`src/rtl/u2cp_pkg.sv`:
```
// u2cp_pkg: types and constants shared by the UTF-8 decoder modules.
// No dependencies.
`default_nettype none

package u2cp_pkg;

  typedef logic [2:0] len_t;

  // Sequence lengths
  localparam len_t LEN_ASCII = 3'd0;
  localparam len_t LEN_ONE   = 3'd1;
  localparam len_t LEN_TWO   = 3'd2;
  localparam len_t LEN_THREE = 3'd3;
  localparam len_t LEN_FOUR  = 3'd4;
  localparam len_t LEN_FIVE  = 3'd5;
  localparam len_t LEN_SIX   = 3'd6;

  // Lead byte data masks
  localparam logic [7:0] MASK_ASCII = 8'h7f;
  localparam logic [7:0] MASK_CONT  = 8'h3f;
  localparam logic [7:0] MASK_TWO   = 8'h1f;
  localparam logic [7:0] MASK_THREE = 8'h0f;
  localparam logic [7:0] MASK_FOUR  = 8'h07;
  localparam logic [7:0] MASK_HIGH  = 8'h03;

  // Smallest legal value per sequence length
  localparam logic [31:0] MIN_TWO   = 32'h0000_0080;
  localparam logic [31:0] MIN_THREE = 32'h0000_0800;
  localparam logic [31:0] MIN_FOUR  = 32'h0001_0000;
  localparam logic [31:0] MIN_FIVE  = 32'h0020_0000;
  localparam logic [31:0] MIN_SIX   = 32'h0400_0000;

  typedef struct packed {
    len_t        remaining;
    logic [31:0] acc;
    len_t        open_len;
  } dec_state_t;

  typedef struct packed {
    logic        emit;
    logic [31:0] code_point;
    len_t        seq_length;
    logic        overlong;
  } dec_result_t;

  function automatic logic [31:0] min_value(input len_t len);
    logic [31:0] m;
    unique case (len)
      LEN_TWO:   m = MIN_TWO;
      LEN_THREE: m = MIN_THREE;
      LEN_FOUR:  m = MIN_FOUR;
      LEN_FIVE:  m = MIN_FIVE;
      LEN_SIX:   m = MIN_SIX;
      default:   m = '0;
    endcase
    return m;
  endfunction

endpackage

`default_nettype wire

```
`src/rtl/u2cp_dec.sv`:
```
// u2cp_dec: one-byte decode step; next sequence state and optional result.
// Depends on u2cp_pkg.
`default_nettype none

module u2cp_dec
  import u2cp_pkg::*;
(
  input  wire logic [7:0] byte_i,
  input  wire dec_state_t state_i,
  output dec_state_t      state_o,
  output dec_result_t     result_o
);

  len_t        cls;
  logic [7:0]  mask;
  logic [31:0] acc_shift;
  len_t        rem_dec;

  always_comb begin
    priority casez (byte_i)
      8'b0???????: begin cls = LEN_ASCII; mask = MASK_ASCII; end
      8'b10??????: begin cls = LEN_ONE;   mask = MASK_CONT;  end
      8'b110?????: begin cls = LEN_TWO;   mask = MASK_TWO;   end
      8'b1110????: begin cls = LEN_THREE; mask = MASK_THREE; end
      8'b11110???: begin cls = LEN_FOUR;  mask = MASK_FOUR;  end
      8'b111110??: begin cls = LEN_FIVE;  mask = MASK_HIGH;  end
      default:     begin cls = LEN_SIX;   mask = MASK_HIGH;  end
    endcase
  end

  assign acc_shift = {state_i.acc[25:0], byte_i[5:0]};
  assign rem_dec   = state_i.remaining - 3'd1;

  always_comb begin
    state_o  = state_i;
    result_o = '0;
    if (state_i.remaining == '0) begin
      if (cls == LEN_ASCII || cls == LEN_ONE) begin
        // ASCII or stray continuation: emit at once
        result_o.emit       = 1'b1;
        result_o.code_point = {24'd0, byte_i & mask};
        result_o.seq_length = LEN_ONE;
      end else begin
        state_o.acc       = {24'd0, byte_i & mask};
        state_o.open_len  = cls;
        state_o.remaining = cls - 3'd1;
      end
    end else begin
      // continuation bits taken unchecked
      state_o.acc       = acc_shift;
      state_o.remaining = rem_dec;
      if (rem_dec == '0) begin
        result_o.emit       = 1'b1;
        result_o.code_point = acc_shift;
        result_o.seq_length = state_i.open_len;
        result_o.overlong   = (acc_shift < min_value(state_i.open_len));
        state_o.open_len    = LEN_ASCII;
      end
    end
  end

endmodule

`default_nettype wire

```
`src/rtl/utf8_to_code_point_decoder.sv`:
```
// utf8_to_code_point_decoder: top level, sequence state and result register.
// Depends on u2cp_pkg and u2cp_dec.
//
//   channel | ports                                         | dir
//   --------+-----------------------------------------------+-----
//   in      | in_valid, in_ready, in_byte[7:0]              | in
//   out     | out_valid, out_ready, out_code_point[31:0],   | out
//           | out_seq_length[2:0], out_overlong             |
//
// One byte per cycle while in_ready is high; a result is registered and appears
// in the cycle after the byte that ends a sequence (or an ASCII / stray continuation byte).
// The single result register sets the rate: in_ready is high while it is
// empty or being drained in the same cycle.
// Synchronous active-low reset closes any open sequence and empties the
// result register. A stalled result holds the input until it is taken.
`default_nettype none

module utf8_to_code_point_decoder
  import u2cp_pkg::*;
(
  input  wire logic        clk,
  input  wire logic        rst_n,
  input  wire logic        in_valid,
  output logic             in_ready,
  input  wire logic [7:0]  in_byte,
  output logic             out_valid,
  input  wire logic        out_ready,
  output logic [31:0]      out_code_point,
  output len_t             out_seq_length,
  output logic             out_overlong
);

  dec_state_t  state_r;
  dec_state_t  state_nxt;
  dec_result_t result;
  logic        out_valid_r;
  logic [31:0] code_point_r;
  len_t        seq_length_r;
  logic        overlong_r;
  logic        in_fire;

  u2cp_dec u_dec (
    .byte_i   (in_byte),
    .state_i  (state_r),
    .state_o  (state_nxt),
    .result_o (result)
  );

  assign in_ready = !out_valid_r || out_ready;
  assign in_fire  = in_valid && in_ready;

  always_ff @(posedge clk) begin
    if (!rst_n) begin
      state_r     <= '0;
      out_valid_r <= 1'b0;
    end else begin
      if (in_fire) begin
        state_r <= state_nxt;
      end
      if (in_fire && result.emit) begin
        out_valid_r <= 1'b1;
      end else if (out_ready) begin
        out_valid_r <= 1'b0;
      end
    end
  end

  always_ff @(posedge clk) begin
    if (in_fire && result.emit) begin
      code_point_r <= result.code_point;
      seq_length_r <= result.seq_length;
      overlong_r   <= result.overlong;
    end
  end

  assign out_valid      = out_valid_r;
  assign out_code_point = code_point_r;
  assign out_seq_length = seq_length_r;
  assign out_overlong   = overlong_r;

endmodule

`default_nettype wire

```
`config.mk`:
```
export PLATFORM = sky130hd
export DESIGN_NAME = utf8_to_code_point_decoder
export DESIGN_NICKNAME = d
export VERILOG_FILES = /design/src/rtl/u2cp_pkg.sv /design/src/rtl/u2cp_dec.sv /design/src/rtl/utf8_to_code_point_decoder.sv
export SDC_FILE = /design/constraint.sdc
export NUM_CORES = 1
export LEC_CHECK = 0
export BUFFER_PORTS_ARGS = -buffer_cell sky130_fd_sc_hd__buf_2
export CORE_MARGIN = 5
export CORE_UTILIZATION = 55
export CTS_CLUSTER_SIZE = 30
export DETAILED_ROUTE_END_ITERATION = 16
export GPL_TIMING_DRIVEN = 0
export PLACE_DENSITY = 0.78
export SYNTH_ARGS = -nofsm -noshare
export SYNTH_HDL_FRONTEND = slang
export SYNTH_SLANG_ARGS = --single-unit
```
`constraint.sdc`:
```
create_clock -name clk -period 5.43 [get_ports clk]
set_input_delay 0.2715 -clock clk [delete_from_list [all_inputs] [get_ports clk]]
set_output_delay 0.2715 -clock clk [all_outputs]
set_load 0.05 [all_outputs]
```
* Word level (Yosys, flattened, before mapping)
Cells that the tools add are included.
** Operators by class
- Reductions and logical operators :: 13
- Equal/unequal tests :: 12
- Bitwise logic cells :: 3
- Add/sub/neg operators :: 2
- Muxes and demuxes :: 13
- $lt $le $gt $ge :: 1
** Operators with widths (number)
- $pmux 27 s5 :: 1
- $mux 38 :: 2
- $mux 36 :: 2
- $mux 32 :: 2
- $mux 37 :: 1
- $pmux 7 s5 :: 1
- $lt 32x32->1 :: 1
- $pmux 3 s6 :: 1
- $eq 3x3->1 const B :: 4
- $logic_not 3->1 :: 3
- $and 8x7->8 :: 1
- $eq 3x2->1 const B :: 2
- $eq 6x6->1 const B :: 1
- $sub 3x1->3 const B :: 2
- $eq 5x5->1 const B :: 1
- $eq 4x4->1 const B :: 1
- $reduce_bool 2->1 :: 2
- $eq 3x1->1 const B :: 1
- $mux 3 :: 1
- $reduce_and 3->1 :: 1
- $eq 2x2->1 const B :: 1
- $logic_and 1x1->1 :: 2
- $logic_or 1x1->1 :: 2
- $mux 1 :: 2
- 5 further kinds :: 6
** Word-level totals
- Bits in registers :: 69
- Output and inout port bits :: 38

* Longest topological paths before layout
Gate-level depths: netlist of the first run.
- Depth after elaboration :: 9
- Gate-level depth with buffers :: 10
- Gate-level depth less buffers :: 8

* Modules after synthesis
A second synthesis of the first run with hierarchy kept.
** Unflattened totals
- Cell total of the unflattened synthesis :: 369
- Area total of the unflattened synthesis :: 3807.4 um2
** Modules (own cells, without submodules)
- utf8_to_code_point_decoder :: area each 2652.5 um2, instances 1, cells each 207
- u2cp_dec :: area each 1154.9 um2, instances 1, cells each 162

* Worst setup path before layout of the first run
Ideal clock, no wire load.
- Path type :: register -> register
- Start point :: register state_r[35] (netlist bit)
- End point :: register code_point_r[0] (netlist: out_code_point[0]) (enable)
- Arrival time :: 3.026 ns
- Path buffers :: 0
- Required time :: 4.997 ns
- Cell stages (with the launch flop) :: 7
- Period minus slack after synthesis :: 3.459 ns
- Path slack :: 1.971 ns
- Cell sequence :: dfxtp_1 -> inv_1 -> ha_1 -> or3_1 -> a21boi_2 -> a21oi_1 -> nor2b_1
** Between the ends
- Cells in the longest elaborated chain, start to end :: 5
- Elaborated cells between the ends (all ways) :: 6
- Those cells by class :: add/sub (1); mux (2); reduce/logical (3)
** RTL lines
- start, declared :: RTL line utf8_to_code_point_decoder.sv:33 : dec_state_t state_r;
- start signal, assigned :: RTL line utf8_to_code_point_decoder.sv:58 : state_r <= state_nxt;
- $sub 3x1->3 :: RTL line u2cp_dec.sv:32 : assign rem_dec = state_i.remaining - 3'd1;
- $logic_not 3->1 :: RTL line u2cp_dec.sv:52 : if (rem_dec == '0) begin
- $mux 37 :: RTL line u2cp_dec.sv:52
- $mux 36 * :: RTL line u2cp_dec.sv:37 : if (state_i.remaining == '0) begin
- $logic_and 1x1->1 * :: RTL line utf8_to_code_point_decoder.sv:69 : if (in_fire && result.emit) begin
- end signal, assigned :: RTL line utf8_to_code_point_decoder.sv:70 : code_point_r <= result.code_point;
- end, declared :: RTL line utf8_to_code_point_decoder.sv:37 : logic [31:0] code_point_r;
Every way passes the cells marked *; elsewhere a longest branch is shown, timed or not.
A chain may end at the register's enable or synchronous reset.

* Worst setup path in the final report of the first run
- Start point :: register state_r[35] (netlist bit)
- End point :: register seq_length_r[1] (netlist: out_seq_length[1]) (enable)
** Between the ends
- Cells in the longest elaborated chain, start to end :: 5
- Elaborated cells between the ends (all ways) :: 6
- Those cells by class :: add/sub (1); mux (2); reduce/logical (3)
** RTL lines
- $sub 3x1->3 :: RTL line u2cp_dec.sv:32
- $logic_not 3->1 :: RTL line u2cp_dec.sv:52
- $mux 37 :: RTL line u2cp_dec.sv:52
- $mux 36 * :: RTL line u2cp_dec.sv:37
- $logic_and 1x1->1 * :: RTL line utf8_to_code_point_decoder.sv:69
- end signal, assigned :: RTL line utf8_to_code_point_decoder.sv:71 : seq_length_r <= result.seq_length;
- end, declared :: RTL line utf8_to_code_point_decoder.sv:38 : len_t seq_length_r;
Marked as above.

==> flow_summary_export.csv, run 1 <==
group,metric,value,unit
min_path,hold_class,"in -> reg",
critical_path,critPathKind,"reg -> reg",
pwr,leakage,0.00138,µW
clock_tree,cts_hold_buffers,0,
synthesis,syn_avg_cell_area,12.2,µm²
sta,post-route-period-util,49.8,%
floorplan,die_w,83.1,µm
clock_tree,postCtsSetupRepairBufs,0,
floorplan,die_h,83.1,µm
finish,syn_to_final_growth,19.1,%
synthesis,synth-edff-count,36,
pwr,vdd_ir_drop_max,0.000234,V
finish,multi_input_area,1100,µm²
critical_path,r2r_start,"state_r[35]",
routing,wl_per_cell,14.9,µm
synthesis,syn-num-nets,264,
floorplan,core-area,5140,µm²
finish,drive_gt1_share,25.0,%
synthesis,ys_types,46,
finish,seqCellArea,1740,µm²
sta,hold_violations,0,
clock_tree,clk_path_buf_depth,2,
status,status,"complete, no violations",
synthesis,async_flop_share,0,%
clock_tree,cts_tree,"done",
finish,nets,325,
critical_path,r2r-end,"out_seq_length[1]",
grt,grtUsageTotal,17.3,%
floorplan,ios,50,
finish,final_util,68.2,%
grt,grt_antenna_before_repair,0,
floorplan,die_area,6910,µm²
critical_path,cp-end-kind,"flop",
grt,met1_usage,23.8,%
grt,grt_pass1_wl,9600,µm
clock_tree,cts.clk_slew.worst_paths,0.06,ns
finish,diodes,0,
synthesis,syn_area,2940,µm²
synthesis,yosys.area.top_type,"edfxtp_1",
synthesis,ys_seq_area_share,59.2,%
run,cap_violations,0,
pwr,power_density,438,nW/µm²
synthesis,yosys-mux-area-fraction,0.340,%
critical_path,reg2regPathDepth,7,
synthesis,synth_simple_gate_area_share,18.0,%
sta,finalMaxSlewViolations,0,
clock_tree,htreeDepth,3,
grt,grt_use_met2,24.1,%
finish,fillCellCount,404,
synthesis,ys_warn_count,0,
critical_path,rrSetupSlack,2.73,ns
synthesis,ys.flop_type,"edfxtp_1",
sta,fmax,0.370,GHz
grt,top_usage_layer,"met2",
clock_tree,clock-root-buffer,"clkbuf_8",
grt,use_met3,6.34,%
synthesis,synth_compound_area_share,14.4,%
min_path,holdPathStages,3,
sta,worst_pin_slew,0.787,ns
critical_path,worstPathRequired,5.47,ns
clock_tree,cts_buffers,9,
synthesis,synth_xor_area_share,0.298,%
sta,max_slew_margin,47.6,%
placement,place_congestion,0.887,
critical_path,arrival,2.74,ns
sta,fin_worst_skew,0.0124,ns
min_path,min_from,"in_byte[0]",
synthesis,synth_top_family_by_area,"simple AND/OR/NAND/NOR gates",
synthesis,synth.area.top_cells,"edfxtp_1 (37%), dfxtp_1 (22%), a22o_1 (6.3%), and2_1 (6.0%), ha_1 (4.3%)",
routing,dr.pass1.iters,4,
routing,ant_nets,0,
sta,setup_viol,0,
routing,wirelength,5630,µm
routing,avgViaCountPerCell,5.41,
routing,drtIter0Drc,161,
grt,overflow,0,
critical_path,cp_max_fo,21,
placement,hpwl,4020,µm
routing,vias,2045,
synthesis,ys_seq_elements,69,
critical_path,critPathLaunchType,"flop",
min_path,whs_endpoint,"state_r[3]",
floorplan,rows,26,
clock_tree,clk_latency,0.34,ns
synthesis,synth_fa_ha_area_share,4.26,%
sta,rsz0062_at_grt,"no",
routing,drc,0,
synthesis,netlist_instances,242,
placement,portBuffers,49,
grt,grt_pass1_vias,1933,
floorplan,initial_core_util,57.2,%
clock_tree,ctsResizeCount,0,
synthesis,synth_top_area_share,36.8,%
grt,grt_start_max_net_pins,22,
clock_tree,clock-sinks,69,
sta,period_minus_slack,2.70,ns
sta,setup_tns,0,ns
-- cells in the mapped netlist, types with 2 or more instances --
| cell | instances |
|---|---|
| a211oi_1 | 2 |
| nor3_1 | 3 |
| nand2b_1 | 3 |
| or4_1 | 4 |
| o21ai_0 | 8 |
| nand3_1 | 12 |
| nand3b_1 | 3 |
| inv_1 | 5 |
| ha_1 | 10 |
| o211ai_1 | 3 |
| dfxtp_1 | 33 |
| nor2b_1 | 7 |
| o22ai_1 | 3 |
| nand4_1 | 2 |
| o32ai_1 | 2 |
| a22o_1 | 21 |
| clkbuf_1 | 7 |
| a21oi_1 | 5 |
| and2_1 | 28 |
| nand2_1 | 11 |
| buf_2 | 2 |
| edfxtp_1 | 36 |
| nor2_1 | 9 |
-- sequential cells by signal, summed over array words and instances (netlist names) --
| name | flops |
|---|---|
| state_r | 32 |
| out_code_point | 32 |
| out_seq_length | 3 |
| out_valid | 1 |
| out_overlong | 1 |
-- layout make-up --
type | instances | area share [%]
Buffer | 12 | 2.36
Tap cell | 70 | 2.50
Multi-Input combinational cell | 156 | 31.5
Timing Repair Buffer | 50 | 7.79
Inverter | 5 | 0.536
Clock buffer | 13 | 4.25
Sequential cell | 69 | 49.7
Clock inverter | 3 | 1.32
-- through the flow --
step | instances | area, µm² | hold slack (ns) | total power, µW | setup slack, ns
floorplan | 242 | 2940 | 0.411 | 1030 | 1.97
global placement | 361 | 3270 | 0.483 | 1130 | 0.938
detailed placement | 362 | 3310 | 0.487 | 1150 | 2.51
CTS | 378 | 3500 | 0.186 | 1550 | 2.71
global route | 378 | 3500 | 0.211 | 1610 | 2.53
finish | 378 | 3500 | 0.204 | 1540 | 2.73
-- cell families after synthesis --
group,count (synthesis)
simple gates,91
flops,69
compound gates,53
buf+inv,17
fa+ha+maj,10
xor+xnor,1
mux,1
-- placed cells by master, fill, tap and decap left out, types with 6 or more instances in the layout --
cell type  instances
a22o_1            21
and2_1            28
buf_2             51
clkbuf_1          10
clkbuf_8          10
dfxtp_1           33
edfxtp_1          36
ha_1              10
nand2_1           11
nand3_1           12
nor2_1             9
nor2b_1            6
o21ai_0            8
-- worst max-delay path by stage --
stage                start  cells after the start            endpoint
2_1_floorplan  state_r[35]                      6   out_code_point[0]
3_3_place_gp    in_byte[5]                      9  out_code_point[22]
3_5_place_dp    in_byte[5]                     10  out_code_point[22]
4_1_cts        state_r[35]                      7   out_seq_length[1]
5_1_grt        state_r[35]                      7   out_seq_length[1]
6_report       state_r[35]                      7   out_seq_length[1]
-- where the power goes --
part | total [µW] | switching (µW) | internal (µW)
logic | 471 | 346 | 125
registers | 663 | 29.6 | 633
clock network | 402 | 176 | 226
total | 1540 | 552 | 984
-- routing by layer --
metal | share of wire [%] | routed length [µm]
met5 | 0 | 0
met4 | 1.9 | 108
met3 | 4.6 | 261
met2 | 44 | 2480
met1 | 49 | 2780
-- worst max-delay path, cell delays in order, from the launching register on --
cell and delay (ns):
dfxtp_1 0.36, inv_1 0.10, ha_1 0.26, or3_1 0.38, a21boi_2 0.29, a21oi_1 0.24, nor2b_4 0.55, buf_16 0.22
Note: power is estimated with default switching activity, not from simulation.
==> run 2: changes to the inputs <==
- clock period: 5.43 -> 2.69 ns (I/O delays scaled with it)
==> run 2 against run 1 <==
  * Register-to-register slack got worse by 2.5 ns
  * Power up 100%
  * Combinational power rose by 110%
  * Sequential share of layout area about the same
  * Flip-flop and latch count is the same
  * Wire length is 3.7% higher
  * Utilization barely moved
  * Fmax grew 9.0%
  * Die area unchanged
  * Global-route usage rose by 0.60 points
  * Clock power up 94%
  * Critical path type unchanged
  * Critical endpoint is now out_code_point[10]
  * Highest routed layer unchanged
==> flow_summary_export.csv, run 2 (same netlist as run 1, synthesis figures left out) <==
group,metric,value,unit
finish,layout_common_cells,"buf_2 (51), edfxtp_1 (36), dfxtp_1 (33)",
routing,wirelength,5840,µm
pwr,vdd_ir_drop_max,0.000440,V
grt,grtUsageTotal,17.9,%
finish,diodes,0,
grt,grt_pass1_wl,9870,µm
routing,wl_met2,2770,µm
clock_tree,clk_latency,0.33,ns
critical_path,arrival,2.45,ns
sta,finalMaxSlewViolations,0,
sta,setup_viol,0,
finish,nets,326,
sta,hold_violations,0,
floorplan,rows,26,
min_path,hold_class,"in -> reg",
status,status,"complete, no violations",
routing,vias,2103,
placement,dp.cells,361,
sta,post-route-period-util,92.1,%
critical_path,cp_max_fo,18,
floorplan,die_area,6910,µm²
placement,place_congestion,0.870,
placement,portBuffers,49,
finish,drive_gt1_share,25.6,%
grt,overflow,0,
routing,avgViaCountPerCell,5.55,
sta,fin_worst_skew,0.00592,ns
critical_path,cp-end-kind,"flop",
clock_tree,clock-root-buffer,"clkbuf_8",
finish,fillCellCount,411,
routing,m1WireLength,2580,µm
grt,grt_pass1_vias,1991,
routing,drtIter0Drc,160,
sta,fmax,0.404,GHz
critical_path,path_buf_inv,1,
placement,hpwl,4010,µm
routing,wl_met3,412,µm
critical_path,critPathLaunchType,"flop",
floorplan,core-area,5140,µm²
finish,seqCellArea,1740,µm²
critical_path,worstPathRequired,2.66,ns
clock_tree,clock-sinks,69,
routing,ant_nets,0,
floorplan,die_w,83.1,µm
run,cap_violations,0,
routing,dr.pass1.iters,4,
critical_path,crit_family,"simple AND/OR/NAND/NOR gates",
critical_path,critPathKind,"reg -> reg",
finish,stdcell_count,379,
sta,rsz0062_at_grt,"no",
pwr,leakage,0.00139,µW
sta,max_slew_margin,57.6,%
grt,grt_start_max_net_pins,19,
routing,top_layer,"met4",
grt,grt_antenna_before_repair,0,
clock_tree,htreeDepth,3,
routing,wl_per_cell,15.4,µm
routing,drc,0,
finish,final_common_cell,"buf_2",
critical_path,max_stage_delay,0.47,ns
sta,worst_pin_slew,0.636,ns
floorplan,ios,50,
floorplan,die_h,83.1,µm
pwr,power_density,881,nW/µm²
critical_path,path_cells,"inv_1, ha_1, or3_1, a21boi_2, a21oi_2, nor2b_4",
clock_tree,cts_buffers,9,
finish,multi_input_area,1120,µm²
floorplan,initial_core_util,57.2,%
sta,setup_tns,0,ns
pwr,total_power,3090,µW
clock_tree,cts_tree,"done",
clock_tree,cts.clk_slew.worst_paths,0.07,ns
critical_path,slowest_stage,"nor2b_4",
finish,syn_to_final_growth,19.1,%
sta,period_minus_slack,2.48,ns
clock_tree,clk_path_buf_depth,2,
==> run 2: layout make-up <==
class | instances | share of cell area (%)
plain buffers | 12 | 2.36
inverters | 5 | 0.536
multi-input cells | 157 | 32.1
clock inverters | 5 | 1.47
well taps | 70 | 2.50
flip-flops and latches | 69 | 49.7
clock buffers | 11 | 3.75
repair buffers | 50 | 7.58
==> run 2: worst paths after layout <==
kind / from / to / slack [ns] / depth (start not counted)
worst max-delay path: state_r[35] / out_code_point[10] / 0.21 / 6
worst min-delay path: in_byte[1] / state_r[4] / 0.07 / 3
worst max register to register: state_r[35] / out_code_point[10] / 0.21 / 6
worst min register to register: state_r[27] / state_r[27] / 0.50 / 1
==> run 2: repair_timing <==
action | 4_1_cts | 5_1_grt
pin swaps | 0 | 0
hold buffers | 0 | 0
resized for setup | 1 | 1
setup endpoints to repair | 36 | 36
setup buffers | 0 | 1
cloned | 1 | 0
==> run 2: through the flow <==
step,hold slack (ns),utilization (%),cell area [µm²],setup slack [ns]
finish,0.0699,68.1,3500,0.212
global route,0.0696,68.1,3500,0.0657
CTS,0.0579,67.6,3480,0.0244
detailed placement,0.408,63.8,3280,-0.199
global placement,0.400,63.8,3280,-0.175
floorplan,0.274,-,2950,0.289
==> run 2: worst register-to-register path: stages, from the launching register on <==
cell      delay [ns]
dfxtp_1         0.37
inv_1           0.10
ha_1            0.25
or3_1           0.37
a21boi_2        0.35
a21oi_2         0.21
nor2b_4         0.47
==> run 2: per-layer routing <==
metal | up-vias | global-route usage [%]
li1 | 1034 | -
met1 | 990 | 23.6
met2 | 71 | 26.9
met3 | 8 | 6.24
met4 | 0 | 7.28
met5 | - | 0
==> run 2: where the power goes <==
group          switching [µW]  leakage (µW)  internal [µW]  total (µW)
clock network             355     0.0000907            422         778
logic                     717      0.000681            252         969
registers                61.1      0.000614           1280        1340
